<file path="src/sv/sorted_priority_queue_macros.svh">
// Assertion helpers for the priority queue RTL.
`ifndef SORTED_PRIORITY_QUEUE_MACROS_SVH
`define SORTED_PRIORITY_QUEUE_MACROS_SVH

// Clocked assertion, disabled while the given active-low reset is low.
`define SPQ_ASSERT_CLK(label, clk, rst_n, prop, msg) \
  label: assert property (@(posedge clk) disable iff (!rst_n) prop) else $error(msg);

// Same, on the block's own clock and reset.
`define SPQ_ASSERT(label, prop, msg) \
  `SPQ_ASSERT_CLK(label, clk_i, rst_ni, prop, msg)

`endif

</file>
<file path="src/sv/spq_pkg.sv">
package spq_pkg;

  localparam int unsigned DEPTH_DEF         = 16;
  localparam int unsigned PAYLOAD_WIDTH_DEF = 32;

  localparam int unsigned IN_PAYLOAD_W = 32;
  localparam int unsigned PRIO_W       = 8;
  localparam int unsigned STATUS_W     = 2;
  localparam int unsigned OCC_W        = 5;

  typedef enum logic {
    OP_ENQ = 1'b0,
    OP_DEQ = 1'b1
  } opcode_e;

  typedef enum logic [STATUS_W-1:0] {
    ST_DONE  = 2'd0,
    ST_EMPTY = 2'd1,
    ST_FULL  = 2'd2
  } status_e;

  // Broadcast from the control to every cell.
  typedef struct packed {
    logic                     enq;   // successful enqueue this cycle
    logic                     deq;   // successful dequeue this cycle
    logic signed [PRIO_W-1:0] prio;  // priority of the incoming entry
  } cell_ctrl_t;

endpackage

</file>
<file path="src/sv/spq_if.sv">
interface spq_req_if;
  logic                                   valid;
  logic                                   ready;
  spq_pkg::opcode_e                       opcode;
  logic        [spq_pkg::IN_PAYLOAD_W-1:0] payload;
  logic signed [spq_pkg::PRIO_W-1:0]       priority_req;

  modport source (output valid, opcode, payload, priority_req, input ready);
  modport sink   (input valid, opcode, payload, priority_req, output ready);
endinterface

interface spq_rsp_if;
  logic                              valid;
  logic                              ready;
  logic [spq_pkg::IN_PAYLOAD_W-1:0]  out_payload;
  spq_pkg::status_e                  status;
  logic [spq_pkg::OCC_W-1:0]         occupancy;

  modport source (output valid, out_payload, status, occupancy, input ready);
  modport sink   (input valid, out_payload, status, occupancy, output ready);
endinterface

</file>
<file path="src/sv/spq_cell.sv">
// One slot of the sorted row; shifts right on insert, left on removal.
module spq_cell #(
  parameter int unsigned PAYLOAD_WIDTH = spq_pkg::PAYLOAD_WIDTH_DEF
) (
  input  logic                              clk_i,
  input  spq_pkg::cell_ctrl_t               ctrl_i,
  input  logic [PAYLOAD_WIDTH-1:0]          new_payload_i,
  input  logic                              occupied_i,
  input  logic                              left_take_i,
  input  logic [PAYLOAD_WIDTH-1:0]          left_payload_i,
  input  logic signed [spq_pkg::PRIO_W-1:0] left_prio_i,
  input  logic [PAYLOAD_WIDTH-1:0]          right_payload_i,
  input  logic signed [spq_pkg::PRIO_W-1:0] right_prio_i,
  output logic                              take_o,
  output logic [PAYLOAD_WIDTH-1:0]          payload_o,
  output logic signed [spq_pkg::PRIO_W-1:0] prio_o
);

  logic [PAYLOAD_WIDTH-1:0]          payload_q, payload_d;
  logic signed [spq_pkg::PRIO_W-1:0] prio_q, prio_d;

  // Slot is at or behind the insertion point.
  assign take_o = !occupied_i || (prio_q < ctrl_i.prio);

  always_comb begin
    payload_d = payload_q;
    prio_d    = prio_q;
    if (ctrl_i.enq) begin
      if (left_take_i) begin
        payload_d = left_payload_i;
        prio_d    = left_prio_i;
      end else if (take_o) begin
        payload_d = new_payload_i;
        prio_d    = ctrl_i.prio;
      end
    end else if (ctrl_i.deq) begin
      payload_d = right_payload_i;
      prio_d    = right_prio_i;
    end
  end

  always_ff @(posedge clk_i) begin
    payload_q <= payload_d;
    prio_q    <= prio_d;
  end

  assign payload_o = payload_q;
  assign prio_o    = prio_q;

endmodule

</file>
<file path="src/sv/sorted_priority_queue.sv">
// Channel | Dir | Fields                               | Transfer when
// req_i   | in  | opcode, payload, priority_req        | valid && ready
// rsp_o   | out | out_payload, status, occupancy       | valid && ready
//
// One item per cycle: each cell compares its priority with the incoming one
// and takes its left neighbour, the new entry or its right neighbour in the
// same cycle, so the whole row updates at once.
// The result sits in one output register; req_i.ready drops only while that
// register holds a result that rsp_o has not taken.
// Reset (rst_ni, async, active low) clears the entry count and the output
// valid; slot contents are never read before they are written.
module sorted_priority_queue #(
  parameter int unsigned DEPTH         = spq_pkg::DEPTH_DEF,
  parameter int unsigned PAYLOAD_WIDTH = spq_pkg::PAYLOAD_WIDTH_DEF
) (
  input  logic      clk_i,
  input  logic      rst_ni,
  spq_req_if.sink   req_i,
  spq_rsp_if.source rsp_o
);

  `include "sorted_priority_queue_macros.svh"

  localparam int unsigned CntW = $clog2(DEPTH + 1);

  // entry count; slots below it hold valid entries, front at slot 0
  logic [CntW-1:0] count_q, count_d;

  logic                              out_valid_q;
  logic [spq_pkg::IN_PAYLOAD_W-1:0]  out_payload_q, out_payload_d;
  spq_pkg::status_e                  status_q, status_d;
  logic [spq_pkg::OCC_W-1:0]         occupancy_q;

  logic accept, full, empty, is_enq, is_deq;
  spq_pkg::cell_ctrl_t ctrl;
  logic [PAYLOAD_WIDTH-1:0] new_payload;

  logic [DEPTH-1:0]                  take;
  logic [DEPTH-1:0]                  occupied;
  logic [PAYLOAD_WIDTH-1:0]          cell_payload [DEPTH];
  logic signed [spq_pkg::PRIO_W-1:0] cell_prio    [DEPTH];
  logic                              sort_ok;

  // Output register frees up as soon as the sink takes its result.
  assign req_i.ready = !out_valid_q || rsp_o.ready;
  assign accept      = req_i.valid && req_i.ready;

  assign full   = (count_q == CntW'(DEPTH));
  assign empty  = (count_q == '0);
  assign is_enq = accept && (req_i.opcode == spq_pkg::OP_ENQ);
  assign is_deq = accept && (req_i.opcode == spq_pkg::OP_DEQ);

  // Dropped or empty operations leave the row untouched.
  assign ctrl.enq    = is_enq && !full;
  assign ctrl.deq    = is_deq && !empty;
  assign ctrl.prio   = req_i.priority_req;
  assign new_payload = PAYLOAD_WIDTH'(req_i.payload);

  for (genvar i = 0; i < DEPTH; i++) begin : g_cell
    logic                              left_take;
    logic [PAYLOAD_WIDTH-1:0]          left_payload, right_payload;
    logic signed [spq_pkg::PRIO_W-1:0] left_prio, right_prio;

    assign occupied[i] = (CntW'(i) < count_q);

    if (i == 0) begin : g_head
      assign left_take    = 1'b0;
      assign left_payload = new_payload;
      assign left_prio    = ctrl.prio;
    end else begin : g_body
      assign left_take    = take[i-1];
      assign left_payload = cell_payload[i-1];
      assign left_prio    = cell_prio[i-1];
    end

    // tail slot refills with itself on removal; it is then beyond the count
    if (i == DEPTH - 1) begin : g_tail
      assign right_payload = cell_payload[i];
      assign right_prio    = cell_prio[i];
    end else begin : g_inner
      assign right_payload = cell_payload[i+1];
      assign right_prio    = cell_prio[i+1];
    end

    spq_cell #(
      .PAYLOAD_WIDTH(PAYLOAD_WIDTH)
    ) u_cell (
      .clk_i          (clk_i),
      .ctrl_i         (ctrl),
      .new_payload_i  (new_payload),
      .occupied_i     (occupied[i]),
      .left_take_i    (left_take),
      .left_payload_i (left_payload),
      .left_prio_i    (left_prio),
      .right_payload_i(right_payload),
      .right_prio_i   (right_prio),
      .take_o         (take[i]),
      .payload_o      (cell_payload[i]),
      .prio_o         (cell_prio[i])
    );
  end

  always_comb begin
    count_d       = count_q;
    out_payload_d = '0;
    status_d      = spq_pkg::ST_DONE;
    if (is_enq) begin
      if (full) begin
        status_d = spq_pkg::ST_FULL;
      end else begin
        count_d = count_q + CntW'(1);
      end
    end else if (is_deq) begin
      if (empty) begin
        status_d = spq_pkg::ST_EMPTY;
      end else begin
        count_d       = count_q - CntW'(1);
        out_payload_d = spq_pkg::IN_PAYLOAD_W'(cell_payload[0]);
      end
    end
  end

  always_ff @(posedge clk_i or negedge rst_ni) begin
    if (!rst_ni) begin
      count_q     <= '0;
      out_valid_q <= 1'b0;
    end else begin
      count_q <= count_d;
      if (accept) begin
        out_valid_q <= 1'b1;
      end else if (rsp_o.ready) begin
        out_valid_q <= 1'b0;
      end
    end
  end

  always_ff @(posedge clk_i) begin
    if (accept) begin
      out_payload_q <= out_payload_d;
      status_q      <= status_d;
      occupancy_q   <= spq_pkg::OCC_W'(count_d);
    end
  end

  assign rsp_o.valid       = out_valid_q;
  assign rsp_o.out_payload = out_payload_q;
  assign rsp_o.status      = status_q;
  assign rsp_o.occupancy   = occupancy_q;

  // Valid slots never rise in priority towards the tail.
  always_comb begin
    sort_ok = 1'b1;
    for (int unsigned k = 1; k < DEPTH; k++) begin
      if (occupied[k] && (cell_prio[k] > cell_prio[k-1])) begin
        sort_ok = 1'b0;
      end
    end
  end

  `SPQ_ASSERT(a_count_bound, count_q <= CntW'(DEPTH), "entry count beyond depth")
  `SPQ_ASSERT(a_sorted, sort_ok, "row out of priority order")
  `SPQ_ASSERT(a_enq_grow, ctrl.enq |=> count_q == CntW'($past(count_q) + CntW'(1)), "enqueue lost")
  `SPQ_ASSERT(a_empty_deq, is_deq && empty |=> status_q == spq_pkg::ST_EMPTY, "empty status missing")
  `SPQ_ASSERT(a_full_hold, is_enq && full |=> count_q == CntW'(DEPTH), "full enqueue changed count")

endmodule
</file>
<file path="src/flat_wrapper.sv">
// flat-port wrapper written by rule: the top's interface ports become plain ports
module sorted_priority_queue_flat 
#(
  parameter int unsigned DEPTH         = spq_pkg::DEPTH_DEF,
  parameter int unsigned PAYLOAD_WIDTH = spq_pkg::PAYLOAD_WIDTH_DEF
)
  (clk_i, rst_ni, req_i_valid, req_i_opcode, req_i_payload, req_i_priority_req, req_i_ready, rsp_o_valid, rsp_o_out_payload, rsp_o_status, rsp_o_occupancy, rsp_o_ready);
  spq_req_if req_i_i ();
  spq_rsp_if rsp_o_i ();
  input  logic clk_i;
  input  logic rst_ni;
  input wire logic [$bits(req_i_i.valid)-1:0] req_i_valid;
  input wire logic [$bits(req_i_i.opcode)-1:0] req_i_opcode;
  input wire logic [$bits(req_i_i.payload)-1:0] req_i_payload;
  input wire logic [$bits(req_i_i.priority_req)-1:0] req_i_priority_req;
  output wire logic [$bits(req_i_i.ready)-1:0] req_i_ready;
  output wire logic [$bits(rsp_o_i.valid)-1:0] rsp_o_valid;
  output wire logic [$bits(rsp_o_i.out_payload)-1:0] rsp_o_out_payload;
  output wire logic [$bits(rsp_o_i.status)-1:0] rsp_o_status;
  output wire logic [$bits(rsp_o_i.occupancy)-1:0] rsp_o_occupancy;
  input wire logic [$bits(rsp_o_i.ready)-1:0] rsp_o_ready;
  assign req_i_i.valid = req_i_valid;
  assign req_i_i.opcode = req_i_opcode;
  assign req_i_i.payload = req_i_payload;
  assign req_i_i.priority_req = req_i_priority_req;
  assign req_i_ready = req_i_i.ready;
  assign rsp_o_valid = rsp_o_i.valid;
  assign rsp_o_out_payload = rsp_o_i.out_payload;
  assign rsp_o_status = rsp_o_i.status;
  assign rsp_o_occupancy = rsp_o_i.occupancy;
  assign rsp_o_i.ready = rsp_o_ready;
  sorted_priority_queue #(.DEPTH(DEPTH), .PAYLOAD_WIDTH(PAYLOAD_WIDTH)) u_core (.clk_i(clk_i), .rst_ni(rst_ni), .req_i(req_i_i), .rsp_o(rsp_o_i));
endmodule
</file>
<file path="config.mk">
export PLATFORM = sky130hd
export DESIGN_NAME = sorted_priority_queue_flat
export DESIGN_NICKNAME = d
export VERILOG_FILES = /design/src/sv/spq_pkg.sv /design/src/sv/spq_if.sv /design/src/sv/spq_cell.sv /design/src/sv/sorted_priority_queue.sv /design/src/flat_wrapper.sv
export VERILOG_INCLUDE_DIRS = /design/src /design/src/sv
export SDC_FILE = /design/constraint.sdc
export NUM_CORES = 2
export LEC_CHECK = 0
export BUFFER_PORTS_ARGS = -buffer_cell sky130_fd_sc_hd__buf_2
export CAP_MARGIN = 10
export CORE_MARGIN = 2
export CORE_UTILIZATION = 32
export CTS_BUF_LIST = sky130_fd_sc_hd__clkbuf_4 sky130_fd_sc_hd__clkbuf_8
export CTS_CLUSTER_SIZE = 20
export DETAILED_ROUTE_END_ITERATION = 8
export SETUP_SLACK_MARGIN = 0.3
export SYNTH_ARGS = -nofsm -noshare
export SYNTH_HDL_FRONTEND = slang
export SYNTH_HIERARCHICAL = 1
export SYNTH_SLANG_ARGS = --single-unit
</file>
<file path="constraint.sdc">
create_clock -name clk_i -period 8.8 [get_ports clk_i]
set_input_delay 0.44 -clock clk_i [delete_from_list [all_inputs] [get_ports clk_i]]
set_output_delay 0.44 -clock clk_i [all_outputs]
set_load 0.005 [all_outputs]
</file>
==> flow_results.xml <==
<?xml version="1.0" encoding="UTF-8"?>
<metrics>
  <group name="synthesis">
    <metric name="synth_area_per_cell" unit="sq um">11.2</metric>
    <metric name="net_count_of_the_mapped_netlist" unit="">3551</metric>
    <metric name="synth.yosys.warnings" unit="">6</metric>
    <metric name="syn-cell-area" unit="sq mm">0.0381</metric>
    <metric name="netlist_instances" unit="">3390</metric>
  </group>
  <group name="timing">
    <metric name="finalHoldViolations" unit="">0</metric>
    <metric name="final.hold.worst_slack" unit="ps">139</metric>
    <metric name="unrepaired_setup_endpoints_after_global_routing" unit="">false</metric>
    <metric name="tightest_slew" unit="ps">1190</metric>
    <metric name="setup-tns-final" unit="ps">0</metric>
    <metric name="final_max_slew_viol_count" unit="">0</metric>
    <metric name="clock_skew" unit="ps">32.1</metric>
    <metric name="setup_viol" unit="">0</metric>
    <metric name="final_min_period_over_clock_period" unit="%">46.2</metric>
    <metric name="slew_headroom" unit="%">20.5</metric>
    <metric name="finalWorstPathRequiredPeriod" unit="ps">4070</metric>
    <metric name="fmax" unit="GHz">0.246</metric>
  </group>
  <group name="floorplan">
    <metric name="fp.dieArea" unit="sq mm">0.122</metric>
    <metric name="pin_count" unit="">86</metric>
    <metric name="fp.dieW" unit="um">349</metric>
    <metric name="initial_utilization" unit="%">32.2</metric>
    <metric name="die_h" unit="um">349</metric>
    <metric name="placeableCoreArea" unit="sq mm">0.118</metric>
    <metric name="rows" unit="">126</metric>
  </group>
  <group name="detailed_routing">
    <metric name="drtPass1Iterations" unit="">7</metric>
    <metric name="antenna_violating_nets_post_route" unit="">0</metric>
    <metric name="num_vias" unit="">24700</metric>
    <metric name="remaining_drc_errors" unit="">0</metric>
    <metric name="post_drt_wl_per_cell" unit="um">18.0</metric>
    <metric name="route.final.wire_length" unit="um">90500</metric>
    <metric name="drt-vias-per-instance" unit="">4.90</metric>
    <metric name="detailedRoute.firstIterationViolations" unit="">2105</metric>
  </group>
  <group name="place">
    <metric name="place_congestion" unit="">0.804</metric>
    <metric name="post_dp_cell_area" unit="sq mm">0.0399</metric>
    <metric name="place.detailed.hpwl" unit="um">61100</metric>
    <metric name="place.port_buffers" unit="">85</metric>
  </group>
  <group name="global_route">
    <metric name="grt.overflow.total" unit="">0</metric>
    <metric name="global_route_met2_utilization" unit="%">20.8</metric>
    <metric name="grt_use_total" unit="%">14.5</metric>
    <metric name="gr-usage-met1" unit="%">22.4</metric>
    <metric name="use_met3" unit="%">2.52</metric>
    <metric name="grt_pass1_vias" unit="">24000</metric>
    <metric name="number_of_antenna_violations_at_the_first_check_in_global_routing" unit="">5</metric>
    <metric name="largest_net_degree_at_the_start_of_global_routing" unit="">269</metric>
    <metric name="busiest_layer" unit="">met1</metric>
    <metric name="wire_length_of_the_first_global_routing_pass" unit="um">142000</metric>
  </group>
  <group name="worst_setup_path">
    <metric name="crit_arrival" unit="ps">4480</metric>
    <metric name="setup.worst_path.end" unit="">u_core/g_cell[15].u_cell/payload_o[2]</metric>
    <metric name="crit_type" unit="">register to register</metric>
    <metric name="critical_path_peak_fanout" unit="">268</metric>
    <metric name="critical_path.reg2reg.startpoint" unit="">u_core/count_q[1]</metric>
    <metric name="r2r_end" unit="">u_core/g_cell[15].u_cell/payload_o[2]</metric>
    <metric name="ff2ff_setup_slack" unit="ps">4730</metric>
    <metric name="cp-end-kind" unit="">register</metric>
    <metric name="critPathRequiredTime" unit="ps">9210</metric>
    <metric name="crit_path_start_kind" unit="">register</metric>
    <metric name="source_of_the_critical_timing_path" unit="">u_core/count_q[1]</metric>
    <metric name="rr_worst_depth" unit="">7</metric>
  </group>
  <group name="clocking">
    <metric name="tritoncts" unit="">yes</metric>
    <metric name="clk_transition_reported_paths" unit="ps">60</metric>
    <metric name="level_count_of_the_clock_h_tree" unit="">3</metric>
    <metric name="post-cts-setup-buffers" unit="">0</metric>
    <metric name="cts_root_buffer_type" unit="">clkbuf_8</metric>
    <metric name="post_cts_resize_count" unit="">0</metric>
    <metric name="cts-hold-fix-buffers" unit="">4</metric>
    <metric name="clkLatencyLatePin" unit="ps">750</metric>
    <metric name="cts_num_sinks" unit="">685</metric>
    <metric name="cts_made_buffers" unit="">120</metric>
    <metric name="bufs_on_longest_clock_path" unit="">3</metric>
  </group>
  <group name="pwr">
    <metric name="power_per_cell_area" unit="mW/mm^2">279</metric>
    <metric name="p_leak" unit="nW">17.4</metric>
    <metric name="peakVddDrop" unit="uV">127</metric>
    <metric name="pwr-share-comb" unit="%">33.8</metric>
    <metric name="clock_network_power_share" unit="%">24.5</metric>
    <metric name="power.sequential.fraction" unit="%">41.8</metric>
    <metric name="power.internal" unit="mW">7.67</metric>
    <metric name="power.net_switching" unit="mW">4.11</metric>
    <metric name="netSwitchingFraction" unit="%">34.9</metric>
    <metric name="total_power" unit="mW">11.8</metric>
  </group>
  <group name="layout">
    <metric name="leading_cell_types_in_the_layout_fill_and_taps_excluded" unit="">nor2_1 (679), edfxtp_1 (679), a21oi_1 (643)</metric>
    <metric name="fin_nets" unit="">3571</metric>
    <metric name="share_of_cells_above_drive_strength_1" unit="%">11.4</metric>
    <metric name="seqCellArea" unit="sq mm">0.0205</metric>
    <metric name="finished_cell_area" unit="sq mm">0.0423</metric>
    <metric name="multi_input_area" unit="sq mm">0.0161</metric>
    <metric name="syn2layout_area_growth" unit="%">11.0</metric>
    <metric name="nFillCells" unit="">11700</metric>
  </group>
  <group name="hold_path">
    <metric name="hold_depth" unit="">3</metric>
    <metric name="timing.hold.worst.class" unit="">input port to register</metric>
  </group>
  <group name="job">
    <metric name="drv_cap" unit="">0</metric>
  </group>
  <group name="outcome">
    <metric name="outcome" unit="">complete, no violations</metric>
  </group>
</metrics>
==> how the worst min path moves through the flow <==
stage / startpoint / endpoint / slack, ps
2_1_floorplan: rst_ni / u_core/count_q[0] / 140
3_3_place_gp: rst_ni / u_core/rsp_o.valid / 280
3_5_place_dp: rst_ni / u_core/rsp_o.valid / 280
4_1_cts: req_i_opcode / u_core/count_q[4] / 80
5_1_grt: req_i_opcode / u_core/rsp_o.status[0] / 120
6_report: req_i_opcode / u_core/count_q[4] / 140
==> flip-flops by register name, summed over array words and instances, names as in the netlist <==
signal / flops
u_core/g_cell.u_cell/payload_o: 512
u_core/g_cell.u_cell/prio_o: 128
u_core/rsp_o.out_payload: 32
u_core/rsp_o.occupancy: 5
u_core/count_q: 5
u_core/rsp_o.valid: 1
u_core/rsp_o.status: 2
==> routing by layer <==
layer,vias up,routed length (um)
li1,12500,-
met1,11500,46700
met2,594,37300
met3,110,5090
met4,2,1410
met5,-,7
==> through the flow <==
stage	setup WS, ps	cells	utilization, %
2_1_floorplan	5120	3390	-
3_3_place_gp	4490	4819	33.8
3_5_place_dp	4420	4819	33.8
4_1_cts	4710	5038	35.8
5_1_grt	4490	5041	35.8
6_report	4730	5041	35.8
==> cell type report <==
type / instances / area share [%]
sequential: 685 / 48.6
multi-input combinational: 2338 / 38.1
clock buffer: 171 / 4.90
tap: 1536 / 4.55
timing repair buffer: 132 / 2.01
inverter: 133 / 1.19
clock inverter: 44 / 0.586
antenna: 2 / 0.0118
==> power groups by stage <==
| stage | combinational (mW) | clock [mW] | sequential [mW] |
|---|---|---|---|
| final | 3.98 | 2.88 | 4.92 |
| after CTS | 3.99 | 2.97 | 4.91 |
| after global placement | 3.92 | 0 | 4.96 |
| after detailed placement | 3.98 | 0 | 4.98 |
| after floorplan | 3.31 | 0 | 4.76 |
| after global routing | 4.38 | 3.11 | 4.99 |
==> critical path: stages, from the launching register on <==
cell     delay (ps)
dfrtp_1         650
inv_1           170
ha_1            260
and3_1          210
nor2_4          560
buf_4           670
buf_12          670
a21oi_1         160
(Power assumes the default switching activity.)
